### src/sv/flc_pkg.sv
// ----------------------------------------------------------------------------
// flc_pkg
// Shared constants and the per-cell control bundle of the convolution chain.
// ----------------------------------------------------------------------------
`default_nettype none

package flc_pkg;

    localparam int TAPS_MAX    = 32;
    localparam int SAMPLE_BITS = 16;
    localparam int PROD_W      = 2 * SAMPLE_BITS;
    localparam int CONV_W      = 38;
    localparam int COUNT_W     = $clog2(TAPS_MAX + 1);

    localparam logic ACTION_LOAD   = 1'b0;
    localparam logic ACTION_SAMPLE = 1'b1;

    typedef struct packed {
        logic step;      // advance the partial sums
        logic clear;     // drop the sample history
        logic coeff_wr;  // take a new coefficient
        logic active;    // cell lies below the coefficient count
    } cell_ctrl_t;

endpackage

`default_nettype wire

### src/sv/flc_cell.sv
// ----------------------------------------------------------------------------
// flc_cell
// One tap of the transposed convolution chain: holds a coefficient and a
// partial sum, adds its product to the sum handed in by its right neighbor.
// ----------------------------------------------------------------------------
`default_nettype none

module flc_cell
    import flc_pkg::*;
(
    input  wire                            clk,
    input  wire                            rst_n,
    input  wire cell_ctrl_t                ctrl,
    input  wire logic signed [SAMPLE_BITS-1:0] coeff_in,
    input  wire logic signed [SAMPLE_BITS-1:0] sample,
    input  wire logic signed [CONV_W-1:0]  p_in,
    output logic signed [CONV_W-1:0]       p_out
);

    logic signed [SAMPLE_BITS-1:0] coeff_reg;
    logic signed [CONV_W-1:0]      p_reg;
    logic signed [CONV_W-1:0]      p_next;
    logic signed [PROD_W-1:0]      prod;

    assign prod = coeff_reg * sample;

    always_comb
    begin
        if (ctrl.active)
        begin
            p_next = CONV_W'(prod) + p_in;
        end
        else
        begin
            p_next = p_in;
        end
    end

    always_ff @(posedge clk)
    begin
        if (ctrl.coeff_wr)
        begin
            coeff_reg <= coeff_in;
        end
    end

    always_ff @(posedge clk or negedge rst_n)
    begin
        if (!rst_n)
        begin
            p_reg <= '0;
        end
        else if (ctrl.clear)
        begin
            p_reg <= '0;
        end
        else if (ctrl.step)
        begin
            p_reg <= p_next;
        end
    end

    assign p_out = p_reg;

endmodule

`default_nettype wire

### config.mk
export PLATFORM = sky130hd
export DESIGN_NAME = flc_cell
export DESIGN_NICKNAME = d
export VERILOG_FILES = /design/src/sv/flc_pkg.sv /design/src/sv/flc_cell.sv
export SDC_FILE = /design/constraint.sdc
export NUM_CORES = 1
export LEC_CHECK = 0
export BUFFER_PORTS_ARGS = -buffer_cell sky130_fd_sc_hd__buf_2
export CORE_ASPECT_RATIO = 0.5
export CORE_MARGIN = 2
export CORE_UTILIZATION = 55
export CTS_CLUSTER_SIZE = 8
export DETAILED_ROUTE_END_ITERATION = 12
export PLACE_DENSITY = 0.77
export SLEW_MARGIN = 20
export SYNTH_ARGS = -nofsm -noshare
export SYNTH_HDL_FRONTEND = slang
export SYNTH_SLANG_ARGS = --single-unit
### constraint.sdc
create_clock -name clk -period 6.4 [get_ports clk]
set_input_delay 0.32 -clock clk [delete_from_list [all_inputs] [get_ports clk]]
set_output_delay 0.32 -clock clk [all_outputs]
set_load 0.02 [all_outputs]
==> impl_results.md <==
- Status: finished, final reports clean
- CP max stage cell: fa_2
- Placed insts: 1940
- Die height: 118.6 um
- Reg clk slew, reported paths: 0.08 ns
- Vias in the first global route: 11380
- Vias/cell: 5.390
- Most used cell, CP: fa_1
- Synth async-reset ratio: 0.7037
- Routed Antenna Nets: 0
- Yosys reg bits: 54
- Sink Count: 54
- DR iter-0 viols: 617
- R2r endpoint: p_out[36]
- Commonest non-fill, non-tap cell in the layout: inv_1
- Port Buffers: 113
- CP Buf/Inv Count: 6
- Max reg flops: 38
- P&R area growth vs syn: 10.03%
- Setup Skew: 0.006930 ns
- Max-cap violations: 0
- Achievable frequency: 161.5 MHz
- DR pass1 iterations: 5
- Post-CTS Hold Fix Bufs: 0
- Commonest non-fill, non-tap cells in the layout: 370 x inv_1, 318 x fa_1, 145 x nand2_1
- Tmin final: 6.192 ns
- Mapped Nets: 2013
- Initial antenna violation count: 0
- RePlAce Congestion: 0.9471
- Pin count of the biggest net entering global routing: 77
- Layout cells sized above 1: 0.1376
- DP HPWL: 28950 um
- ANT cells: 0
- Period utilization: 0.9675
- Worst-skew pair later-pin latency: 0.32 ns
- Crit path kind: register to register
- Fin worst setup slack: 0.2079 ns
- Warnings from Yosys: 0
- Max-slew violations: 0
- Num CTS Buffers: 5
- Post-synth cell types: 70
- TritonCTS clock tree: done
- Die Wd: 233.3 um
- GRT Residual Overflow: 0
- Post-synth EDFFs: 16
- WL/cell: 16.86 um
- Total global-route track usage: 0.2542
- CORE AREA: 25500 sq um
- Arrival time worst endpoint: 6.40 ns
- DRC Markers: 0
- Finish-stage setup viols: 0
- Fin cells: 1972
- CP required: 6.61 ns
- Initial cell density of the core: 0.5669
- Worst Tran Pin Value: 0.8706 ns
- Worst hold slack: 0.1018 ns
- Finished Core Util: 0.6237
- Via count: 10630
- Final Hold Vio Count: 0
- Global-route wire length before repair: 55480 um
- Root buffer cell: clkbuf_16
- Clock Tree Buf Depth: 2
- Total Wirelength: 33260 um
- Nets: 2136
- Setup crit end kind: register
- Worst Setup Start Kind: register
- Placement Setup Slack: -0.03896 ns
- Reg-to-reg slack, setup: 0.21 ns
- Startpoint of the worst-slack reg-to-reg timing path: coeff_reg[15]
- Cell Chain, Critical Path: buf_4 > buf_4 > nand2_1 > fa_1 > inv_1 > fa_2 > buf_4 > fa_1 > fa_2 > fa_1 > inv_1 > fa_1 > inv_1 > ha_1 > and3_1 > and2_1 > a221oi_2 > nand3b_1 > o211ai_2 > o21ai_2 > and4bb_1 > or3_1
- IO Pins: 114
- Max-slew headroom: 0.4196
- CP peak stage delay: 0.71 ns
- CP delay by family, top: adder cells
- Seq/Total Area, Yosys: 0.09904
- Synth Area per Inst: 9.609 sq um
- Standard-cell row count: 41
- # H-tree levels: 2
- Cells after synthesis: 1504
- HP Class: input pin to asynchronous set/reset pin
- Ys flop type: dfrtp_1
- Critical path fanouts, max: 8
- Die area: 27670 sq um
- Worst reg-to-reg path cell count: 22
- CP startpoint: coeff_reg[15]
- Netlist Area Pre-Place: 14450 sq um
[cell families (layout without fill, tap and decap cells)]
| logic type | count (synthesis) | in the layout | share of synthesized area |
|---|---|---|---|
| DFF | 54 | 54 | 0.09904 |
| and+or+nand+nor | 385 | 385 | 0.1299 |
| buffers and inverters | 425 | 549 | 0.1137 |
| adders and majority gates | 433 | 433 | 0.5421 |
| muxes | 27 | 27 | 0.01879 |
| xor gates and xnor gates | 32 | 32 | 0.01939 |
| AOI/OAI and AO/OA | 148 | 148 | 0.07705 |
[layout make-up]
cell class	instances	area (sq um)
clock inverter	2	20.02
tap	344	430.4
sequential	54	1431
fill	2084	9594
timing repair buffer	169	1027
inverter	372	1396
multi-input combinational	1025	11460
clock buffer	6	138.9
[routing by layer]
| layer | vias to the layer above | track usage | part of all wire |
|---|---|---|---|
| met2 | 252 | 0.4401 | 0.52 |
| met5 | - | 0 | 0 |
| met4 | 0 | 0.06409 | 0.022 |
| met3 | 48 | 0.03161 | 0.042 |
| met1 | 5536 | 0.3401 | 0.42 |
| li1 | 4794 | - | - |
[what timing repair did]
action	4_1_cts	5_1_grt
buffers inserted	2	22
resized for setup	1	25
hold endpoints to repair	0	0
pin swaps	0	6
endpoints found under the setup margin	1	17
[cells in the mapped netlist, types with 7 or more instances]
cell | instances | area [sq um]
mux2i_1 | 26 | 260.3
dfrtp_1 | 38 | 950.9
and2_1 | 116 | 725.7
a21oi_1 | 30 | 150.1
nand2b_1 | 7 | 43.79
fa_1 | 322 | 6446
nand3_1 | 8 | 40.04
inv_1 | 372 | 1396
edfxtp_1 | 16 | 480.5
a21o_1 | 12 | 90.09
nand2_1 | 149 | 559.3
clkbuf_1 | 42 | 157.7
a211oi_1 | 27 | 202.7
ha_1 | 111 | 1389
a31oi_1 | 7 | 43.79
nor2_1 | 70 | 262.8
xnor2_1 | 26 | 227.7
o21ai_0 | 15 | 75.07
[through the flow]
step	instance area, sq um	TNS, ns
after floorplan	14450	0
after global placement	15450	0
after detailed placement	15450	-0.03896
after CTS	15630	0
after global routing	15900	-0.01919
final	15900	0
[worst reg2reg max path: stages (launching register included)]
cell	delay, ns
edfxtp_1	0.33
buf_4	0.17
buf_4	0.13
nand2_1	0.06
fa_1	0.54
inv_1	0.08
fa_2	0.71
buf_4	0.16
fa_1	0.44
fa_2	0.48
fa_1	0.48
inv_1	0.05
fa_1	0.47
inv_1	0.04
ha_1	0.28
and3_1	0.20
and2_1	0.17
a221oi_2	0.31
nand3b_1	0.14
o211ai_2	0.24
o21ai_2	0.08
and4bb_1	0.18
or3_1	0.33
[worst max path at each step]
stage,depth (start not counted),to,slack [ns]
2_1_floorplan,22,p_out[36],0.07
3_3_place_gp,20,p_out[36],0.14
3_5_place_dp,19,p_out[36],-0.04
4_1_cts,20,p_out[36],0.003
5_1_grt,22,p_out[24],-0.01
6_report,22,p_out[36],0.21
Power is left out: the tool's default activity adds up to more than one toggle a clock period on the data nets, which glitch-free logic cannot reach.
